## config.mk

```make
export PLATFORM = sky130hd
export DESIGN_NAME = waypoint_path_interpolator_unit
export DESIGN_NICKNAME = d
export VERILOG_FILES = /design/src/hdl/wpi_pkg.sv /design/src/hdl/wpi_ram.sv /design/src/hdl/waypoint_path_interpolator_unit.sv
export SDC_FILE = /design/constraint.sdc
export NUM_CORES = 2
export LEC_CHECK = 0
export BUFFER_PORTS_ARGS = -buffer_cell sky130_fd_sc_hd__buf_2
export CAP_MARGIN = 20
export CORE_MARGIN = 10
export CORE_UTILIZATION = 50
export DETAILED_ROUTE_END_ITERATION = 16
export GPL_ROUTABILITY_DRIVEN = 1
export PLACE_DENSITY_LB_ADDON = 0.05
export SLEW_MARGIN = 10
export SYNTH_ARGS = -nofsm -noshare
export SYNTH_HDL_FRONTEND = slang
export SYNTH_HIERARCHICAL = 1
export SYNTH_SLANG_ARGS = --single-unit
```

## constraint.sdc

```tcl
create_clock -name i_clk -period 11 [get_ports i_clk]
set_input_delay 2.2 -clock i_clk [delete_from_list [all_inputs] [get_ports i_clk]]
set_output_delay 2.2 -clock i_clk [all_outputs]
set_load 0.01 [all_outputs]
```

## src/hdl/wpi_pkg.sv

```systemverilog
`default_nettype none
// ----------------------------------------------------------------------------
// wpi_pkg: shared definitions for the waypoint path interpolator
// Sizes, request and register codes, and the sequencer state type.
// ----------------------------------------------------------------------------
package wpi_pkg;

    localparam int MAX_POINTS = 16;
    localparam int FRAC_BITS  = 12;

    localparam int COORD_W  = 32;
    localparam int FRAME_W  = 16;
    localparam int ADDR_W   = (MAX_POINTS > 2) ? $clog2(MAX_POINTS) : 1;
    localparam int POINT_W  = 2 * COORD_W;
    localparam int RATIO_W  = FRAME_W + FRAC_BITS;
    localparam int PROD_W   = COORD_W + RATIO_W + 1;
    localparam int DIV_CNT_W = $clog2(RATIO_W);

    // Request codes.
    localparam logic [1:0] REQ_TICK  = 2'd0;
    localparam logic [1:0] REQ_WRITE = 2'd1;
    localparam logic [1:0] REQ_RESET = 2'd2;

    // Configuration register indexes.
    localparam logic [1:0] CFG_ORIGIN_X    = 2'd0;
    localparam logic [1:0] CFG_ORIGIN_Y    = 2'd1;
    localparam logic [1:0] CFG_POINT_COUNT = 2'd2;
    localparam logic [1:0] CFG_FRAMES_SEG  = 2'd3;

    typedef enum logic [2:0] {
        S_IDLE,
        S_RD_NXT,
        S_CAP,
        S_DIV,
        S_MUL_X,
        S_ADD_X,
        S_ADD_Y,
        S_RST_CAP
    } t_state;

endpackage
`default_nettype wire

```

## src/hdl/wpi_ram.sv

```systemverilog
`default_nettype none
// ----------------------------------------------------------------------------
// wpi_ram: generic single write port RAM
// One write and one read address per cycle; read data is registered.
// ----------------------------------------------------------------------------
module wpi_ram #(
    parameter int WIDTH = 64,
    parameter int DEPTH = 16
) (
    input  wire logic                                      i_clk,
    input  wire logic                                      i_we,
    input  wire logic [((DEPTH > 2) ? $clog2(DEPTH) : 1)-1:0] i_waddr,
    input  wire logic [WIDTH-1:0]                          i_wdata,
    input  wire logic [((DEPTH > 2) ? $clog2(DEPTH) : 1)-1:0] i_raddr,
    output logic      [WIDTH-1:0]                          o_rdata
);

    logic [WIDTH-1:0] r_mem [DEPTH];
    logic [WIDTH-1:0] r_rdata;

    always_ff @(posedge i_clk) begin
        if (i_we) begin
            r_mem[i_waddr] <= i_wdata;
        end
        r_rdata <= r_mem[i_raddr];
    end

    assign o_rdata = r_rdata;

endmodule
`default_nettype wire

```

## src/hdl/waypoint_path_interpolator_unit.sv

```systemverilog
`default_nettype none
// ----------------------------------------------------------------------------
// waypoint_path_interpolator_unit: closed-loop waypoint path interpolation
// Moves a point along linear segments between stored waypoints, one frame
// per tick, using a serial divider and one shared multiplier.
// ----------------------------------------------------------------------------
//  channel  | handshake                  | payload
//  ---------+----------------------------+--------------------------------------
//  input    | i_in_valid / o_in_ready    | req_type, triggered, point_index, x, y
//  output   | o_out_valid / i_out_ready  | pos_x, pos_y, segment, moving
//  config   | i_cfg_we (no wait)         | i_cfg_index, i_cfg_data
//
// A moving tick runs S_RD_NXT, S_CAP, S_DIV, S_MUL_X, S_ADD_X and S_ADD_Y in
// order; in S_DIV the one-bit-per-cycle restoring divider forms the ratio.
// A reset request runs S_RST_CAP; writes, idle ticks and unused codes set
// the registered result on accept. Reset is synchronous and needs no
// clearing pass. The input is not ready while a transaction is in work or a
// result waits on a stalled output.
// ----------------------------------------------------------------------------
module waypoint_path_interpolator_unit
    import wpi_pkg::*;
(
    input  wire logic                      i_clk,
    input  wire logic                      i_rst_n,
    input  wire logic                      i_cfg_we,
    input  wire logic [1:0]                i_cfg_index,
    input  wire logic [31:0]               i_cfg_data,
    input  wire logic                      i_in_valid,
    output logic                           o_in_ready,
    input  wire logic [1:0]                i_req_type,
    input  wire logic                      i_triggered,
    input  wire logic [3:0]                i_point_index,
    input  wire logic signed [COORD_W-1:0] i_point_x,
    input  wire logic signed [COORD_W-1:0] i_point_y,
    output logic                           o_out_valid,
    input  wire logic                      i_out_ready,
    output logic signed [COORD_W-1:0]      o_pos_x,
    output logic signed [COORD_W-1:0]      o_pos_y,
    output logic [3:0]                     o_segment,
    output logic                           o_moving
);

    // Control state.
    t_state               r_state, n_state;
    logic [COORD_W-1:0]   r_origin_x, r_origin_y;
    logic [4:0]           r_point_count;
    logic [FRAME_W-1:0]   r_fps;
    logic [FRAME_W-1:0]   r_frame, n_frame;
    logic [ADDR_W-1:0]    r_seg, n_seg;
    logic [COORD_W-1:0]   r_pos_x, n_pos_x, r_pos_y, n_pos_y;
    logic                 r_moving, n_moving;
    logic                 r_out_valid, n_out_valid;
    logic [DIV_CNT_W-1:0] r_cnt, n_cnt;

    // Datapath.
    logic [ADDR_W-1:0]    r_nxt, n_nxt;
    logic [COORD_W-1:0]   r_cur_x, n_cur_x, r_cur_y, n_cur_y;
    logic [COORD_W-1:0]   r_base_x, n_base_x, r_base_y, n_base_y;
    logic [COORD_W-1:0]   r_dx, n_dx, r_dy, n_dy;
    logic [FRAME_W-1:0]   r_rem, n_rem;
    logic [RATIO_W-1:0]   r_quo, n_quo;
    logic [PROD_W-1:0]    r_prod, n_prod;

    logic                 w_accept;
    logic [31:0]          w_n, w_seg32, w_cur32, w_nxt32, w_slot32;
    logic                 w_go;
    logic                 w_ram_we;
    logic [ADDR_W-1:0]    w_ram_waddr, w_ram_raddr;
    logic [POINT_W-1:0]   w_ram_rdata;
    logic [COORD_W-1:0]   w_rd_x, w_rd_y;
    logic [FRAME_W:0]     w_trial, w_diff;
    logic                 w_ge;
    logic [COORD_W-1:0]   w_mul_a;
    logic signed [PROD_W-1:0] w_prod;

    wpi_ram #(
        .WIDTH (POINT_W),
        .DEPTH (MAX_POINTS)
    ) u_table (
        .i_clk   (i_clk),
        .i_we    (w_ram_we),
        .i_waddr (w_ram_waddr),
        .i_wdata ({i_point_y, i_point_x}),
        .i_raddr (w_ram_raddr),
        .o_rdata (w_ram_rdata)
    );

    assign w_rd_x = w_ram_rdata[COORD_W-1:0];
    assign w_rd_y = w_ram_rdata[POINT_W-1:COORD_W];

    assign o_in_ready = (r_state == S_IDLE) && (!r_out_valid || i_out_ready);
    assign w_accept   = i_in_valid && o_in_ready;

    // Points in use, and the segment endpoints for a tick.
    assign w_n      = (32'(r_point_count) > MAX_POINTS) ? 32'(MAX_POINTS)
                                                        : 32'(r_point_count);
    assign w_seg32  = 32'(r_seg);
    assign w_cur32  = (w_seg32 >= w_n) ? 32'd0 : w_seg32;
    assign w_nxt32  = (w_cur32 + 32'd1 >= w_n) ? 32'd0 : w_cur32 + 32'd1;
    assign w_slot32 = 32'(i_point_index);
    assign w_go     = (i_req_type == REQ_TICK) && i_triggered && (w_n >= 32'd2) &&
                      (r_fps != '0);

    assign w_ram_we    = w_accept && (i_req_type == REQ_WRITE) &&
                         (w_slot32 < MAX_POINTS);
    assign w_ram_waddr = w_slot32[ADDR_W-1:0];

    // Restoring divider step.
    assign w_trial = {r_rem, r_quo[RATIO_W-1]};
    assign w_ge    = w_trial >= {1'b0, r_fps};
    assign w_diff  = w_trial - {1'b0, r_fps};

    // The one multiplier, shared between the x and y deltas.
    assign w_mul_a = (r_state == S_MUL_X) ? r_dx : r_dy;
    assign w_prod  = $signed(w_mul_a) * $signed({1'b0, r_quo});

    always_comb begin
        n_state     = r_state;
        n_frame     = r_frame;
        n_seg       = r_seg;
        n_pos_x     = r_pos_x;
        n_pos_y     = r_pos_y;
        n_moving    = r_moving;
        n_out_valid = r_out_valid && !i_out_ready;
        n_cnt       = r_cnt;
        n_nxt       = r_nxt;
        n_cur_x     = r_cur_x;
        n_cur_y     = r_cur_y;
        n_base_x    = r_base_x;
        n_base_y    = r_base_y;
        n_dx        = r_dx;
        n_dy        = r_dy;
        n_rem       = r_rem;
        n_quo       = r_quo;
        n_prod      = r_prod;
        w_ram_raddr = r_nxt;

        unique case (r_state)
            S_IDLE: begin
                w_ram_raddr = (i_req_type == REQ_RESET) ? '0 : w_cur32[ADDR_W-1:0];
                if (w_accept) begin
                    if (i_req_type == REQ_RESET) begin
                        n_state  = S_RST_CAP;
                        n_moving = 1'b0;
                    end else if (w_go) begin
                        n_state = S_RD_NXT;
                        n_seg   = w_cur32[ADDR_W-1:0];
                        n_nxt   = w_nxt32[ADDR_W-1:0];
                        n_frame = r_frame + 1'b1;
                    end else begin
                        // Writes, idle ticks, unused codes report with moving clear.
                        n_out_valid = 1'b1;
                        n_moving    = 1'b0;
                    end
                end
            end
            S_RD_NXT: begin
                n_cur_x  = w_rd_x;
                n_cur_y  = w_rd_y;
                n_base_x = r_origin_x + w_rd_x;
                n_base_y = r_origin_y + w_rd_y;
                n_state  = S_CAP;
            end
            S_CAP: begin
                n_dx    = w_rd_x - r_cur_x;
                n_dy    = w_rd_y - r_cur_y;
                n_rem   = '0;
                n_quo   = {r_frame, {FRAC_BITS{1'b0}}};
                n_cnt   = DIV_CNT_W'(RATIO_W - 1);
                n_state = S_DIV;
            end
            S_DIV: begin
                n_rem = w_ge ? w_diff[FRAME_W-1:0] : w_trial[FRAME_W-1:0];
                n_quo = {r_quo[RATIO_W-2:0], w_ge};
                if (r_cnt == '0) begin
                    n_state = S_MUL_X;
                end else begin
                    n_cnt = r_cnt - 1'b1;
                end
            end
            S_MUL_X: begin
                n_prod  = w_prod;
                n_state = S_ADD_X;
            end
            S_ADD_X: begin
                // The arithmetic shift of the product is the floor of the scaled delta.
                n_pos_x = r_base_x + r_prod[FRAC_BITS+COORD_W-1:FRAC_BITS];
                n_prod  = w_prod;
                n_state = S_ADD_Y;
            end
            S_ADD_Y: begin
                n_pos_y     = r_base_y + r_prod[FRAC_BITS+COORD_W-1:FRAC_BITS];
                n_moving    = 1'b1;
                n_out_valid = 1'b1;
                if (r_frame >= r_fps) begin
                    n_frame = '0;
                    n_seg   = r_nxt;
                end
                n_state = S_IDLE;
            end
            S_RST_CAP: begin
                n_frame     = '0;
                n_seg       = '0;
                n_pos_x     = (w_n == 32'd0) ? r_origin_x : r_origin_x + w_rd_x;
                n_pos_y     = (w_n == 32'd0) ? r_origin_y : r_origin_y + w_rd_y;
                n_out_valid = 1'b1;
                n_state     = S_IDLE;
            end
            default: begin
                n_state = S_IDLE;
            end
        endcase
    end

    always_ff @(posedge i_clk) begin
        if (!i_rst_n) begin
            r_state     <= S_IDLE;
        end else begin
            r_state     <= n_state;
        end
    end

    always_ff @(posedge i_clk) begin
        if (!i_rst_n) begin
            r_origin_x    <= '0;
            r_origin_y    <= '0;
            r_point_count <= '0;
            r_fps         <= '0;
            r_frame       <= '0;
            r_seg         <= '0;
            r_pos_x       <= '0;
            r_pos_y       <= '0;
            r_moving      <= 1'b0;
            r_out_valid   <= 1'b0;
            r_cnt         <= '0;
        end else begin
            r_frame     <= n_frame;
            r_seg       <= n_seg;
            r_pos_x     <= n_pos_x;
            r_pos_y     <= n_pos_y;
            r_moving    <= n_moving;
            r_out_valid <= n_out_valid;
            r_cnt       <= n_cnt;
            if (i_cfg_we) begin
                unique case (i_cfg_index)
                    CFG_ORIGIN_X:    r_origin_x    <= i_cfg_data;
                    CFG_ORIGIN_Y:    r_origin_y    <= i_cfg_data;
                    CFG_POINT_COUNT: r_point_count <= i_cfg_data[4:0];
                    CFG_FRAMES_SEG:  r_fps         <= i_cfg_data[FRAME_W-1:0];
                    default: begin
                    end
                endcase
            end
        end
    end

    always_ff @(posedge i_clk) begin
        r_nxt    <= n_nxt;
        r_cur_x  <= n_cur_x;
        r_cur_y  <= n_cur_y;
        r_base_x <= n_base_x;
        r_base_y <= n_base_y;
        r_dx     <= n_dx;
        r_dy     <= n_dy;
        r_rem    <= n_rem;
        r_quo    <= n_quo;
        r_prod   <= n_prod;
    end

    assign o_out_valid = r_out_valid;
    assign o_pos_x     = r_pos_x;
    assign o_pos_y     = r_pos_y;
    assign o_segment   = w_seg32[3:0];
    assign o_moving    = r_moving;

endmodule
`default_nettype wire
```

==> results.py <==
metrics = {
    "status": {
        "status": "complete, no violations",
    },
    "worst_setup_path": {
        "worstSetupEndpointType": "flop",
        "arrival_ns": 10.07,
        "r2r_cells": 27,
        "critPathMaxFanout": 32,
        "cp.buffers_inverters": 5,
        "critPathKind": "reg2reg",
        "crit_slowest_cell": "dfxtp_1",
        "slowest_delay_ns": 0.65,
        "timing.rr.start": "r_state[2]",
        "cp-start-kind": "flop",
        "critPathCapture": "r_prod[41]",
        "crit_path_frequent_cell": "fa_1",
        "r2r_slack_ns": 1.45,
        "critical_path_depth": 27,
        "reg2reg_to": "r_prod[41]",
        "crit_required_ns": 11.53,
        "startpoint": "r_state[2]",
        "path_delay_family": "adder cells",
    },
    "route": {
        "vias_per_cell": 5.810,
        "via_count": 57600,
        "wl_per_cell_um": 26.54,
        "remaining_drc_errors": 0,
        "ant_nets": 0,
        "drt_wl_total_um": 263100,
        "first_pass_iters": 7,
        "drtIter0Drc": 4664,
    },
    "timing": {
        "setup_slack_ns": 1.453,
        "setup_tns_ns": 0,
        "relSlewSlack_pct": 17.05,
        "tightest_slew_ns": 1.229,
        "finalHoldViolCount": 0,
        "rsz0062_at_grt": "false",
        "fin_crit_ns": 9.547,
        "setup_viol": 0,
        "fmax_mhz": 104.7,
        "skew_ns": 0.06845,
        "maxSlewViolCount": 0,
        "post-route-period-util_pct": 86.79,
    },
    "yosys": {
        "yosysTopAreaCell": "edfxtp_1",
        "synth-edff-count": 1296,
        "syn_area_per_cell_um2": 12.58,
        "ys_seq_area_share_pct": 47.88,
        "synth_seq_cells": 1539,
        "synth_area_um2": 91450,
        "synth_cells": 7270,
        "ys_types": 86,
        "yosys_warnings": 6,
        "ys.flop_type": "edfxtp_1",
        "synth_area_leaders": "edfxtp_1 43%, fa_1 15%, mux4_2 6.3%",
        "synth_top_area_share_pct": 42.56,
        "synthArstFlopShare_pct": 0,
        "synth_fp_nets": 8460,
    },
    "clock_network": {
        "cts.clk_slew.worst_paths_ns": 0.06,
        "postCtsSetupBuffers": 0,
        "ctsResizeCount": 0,
        "clock_latency_ns": 0.82,
        "htree_levels": 4,
        "cts_tree": "done",
        "hold_buffers": 0,
        "cts_sinks": 1539,
        "cts_buffers": 162,
        "clock-root-buffer": "clkbuf_16",
        "clock_tree.buffer_depth": 3,
    },
    "pwr": {
        "power_leakage_nw": 39.18,
        "pwr_density_cell_nw_per_um2": 303.2,
        "switching_power_mw": 12.86,
        "seqPwrFrac_pct": 25.7,
        "power_frac_clock_pct": 18.0,
        "ir_drop_uv": 672.6,
        "total_power_mw": 30.45,
        "switching_share_pct": 42.24,
        "comb_power_share_pct": 56.3,
        "intPower_mw": 17.59,
    },
    "finish": {
        "final_common_cell": "edfxtp_1",
        "area_growth_pct": 9.815,
        "final_cell_mix": "1296 x edfxtp_1, 891 x inv_1, 790 x nand2_1",
        "nets": 8593,
        "drive_above_1_share_pct": 11.57,
        "post-route-util_pct": 55.38,
    },
    "global_routing": {
        "grt_max_degree": 93,
        "grt_usage_pct": 26.33,
        "grt_pass1_vias": 58960,
        "overflow": 0,
        "antenna_found_initial": 48,
        "grt_pass1_wl_um": 390800,
    },
    "floorplanning": {
        "dieHeight_um": 447.7,
        "die_area_um2": 200400,
        "dieWidth_um": 447.7,
        "io_pins": 181,
        "initial_core_util_pct": 50.43,
        "rows": 156,
        "core_um2": 181300,
    },
    "placed_design": {
        "gp_congestion": 0.9192,
        "dp_hpwl_um": 182800,
        "io_buffers": 180,
        "dp_slack_ns": 1.532,
    },
    "worst_hold_path": {
        "hp-class": "reg2reg",
        "hold_depth": 2,
    },
    "flow_run": {
        "maxCapViolations": 0,
    },
}
==> Yosys cell counts (179+ instances only) <==
master,n
fa_1,707
inv_1,891
a21oi_1,314
edfxtp_1,1296
nor2_1,246
o21ai_0,179
ha_1,373
xnor2_1,187
and2_1,478
dfxtp_1,243
nand2_1,790
clkbuf_1,252
mux4_2,256
==> area by class of cell <==
type	count	area, µm²
inverters	892	3351
flip-flops and latches	1539	43780
multi-input cells	4524	43190
well taps	2370	2965
clock buffers	229	4614
repair buffers	284	1732
fillers	15020	80910
diodes	7	17.52
clock inverters	69	774.5
==> kinds of logic (layout without fill, tap and decap cells) <==
group                      Yosys count  in the layout  synth area share, %
buffers and inverters             1207           1474                5.113
DFF                               1539           1539                47.88
AOI/OAI and AO/OA                 1029           1029                7.316
adders and majority gates         1080           1080                20.58
muxes                              305            305                6.901
xor gates and xnor gates           252            252                2.414
other                                0              7                    0
and+or+nand+nor                   1858           1858                9.799
==> flip-flops by register name, indices dropped and copies added, names as in the netlist, 28 cells and up <==
signal and flops:
o_pos_y 32, r_base_x 32, r_dx 32, u_table/o_rdata 64
r_origin_x 32, r_cur_y 32, u_table/r_mem 1024, r_prod 32
r_cur_x 32, r_origin_y 32, r_dy 32, r_base_y 32
o_pos_x 32, r_quo 28
==> worst min-delay path by stage <==
| stage | endpoint | slack, ns | startpoint |
|---|---|---|---|
| detailed placement | o_pos_y[28] | 0.45 | o_pos_y[28] |
| floorplan | r_cur_x[31] | 0.41 | u_table/o_rdata[31] |
| global route | o_pos_x[9] | 0.48 | o_pos_x[9] |
| finish | o_pos_y[28] | 0.45 | o_pos_y[28] |
| global placement | o_pos_y[28] | 0.44 | o_pos_y[28] |
| CTS | o_pos_y[28] | 0.45 | o_pos_y[28] |
==> power by group through the flow <==
stage          combinational [mW]  clock [mW]  sequential, mW
3_5_place_dp                 17.2           0            7.94
5_1_grt                      19.1        5.84            7.81
4_1_cts                      17.2        5.59            7.82
6_report                     17.1        5.49            7.81
3_3_place_gp                 17.0           0            7.94
2_1_floorplan                12.3           0            7.56
==> metal layers <==
layer  vias up  GRT usage (%)  share of wire, %
met5         -              0             0.095
met4        34          8.743               3.6
met3       431          4.176               6.6
met2      1916          43.24                48
met1     29700          35.90                42
li1      25520              -                 -
==> per-stage QoR <==
step                      area, µm²  cells  hold slack [ns]
after floorplan               91450   7270           0.4064
final                        100400   9914           0.4493
after CTS                    100400   9905           0.4522
after global placement        94970   9606           0.4356
after global routing         100400   9909           0.4760
after detailed placement      95000   9607           0.4453
==> worst reg2reg max path, cell delays in order (launching register included) <==
cell	delay [ns]
dfxtp_1	0.65
nor3b_4	0.27
buf_4	0.41
mux2_2	0.70
and2_1	0.30
fa_1	0.51
fa_1	0.55
inv_1	0.06
fa_1	0.56
fa_1	0.46
fa_1	0.56
inv_1	0.05
fa_1	0.45
fa_1	0.50
inv_1	0.05
fa_1	0.48
inv_1	0.06
ha_1	0.34
and4_1	0.21
nor2b_1	0.15
a221oi_1	0.34
o21bai_1	0.16
o21ai_2	0.37
o31ai_4	0.16
a311oi_2	0.37
nor2_1	0.18
a41oi_1	0.28
xnor2_1	0.09
Note: power is estimated with default switching activity, not from simulation.
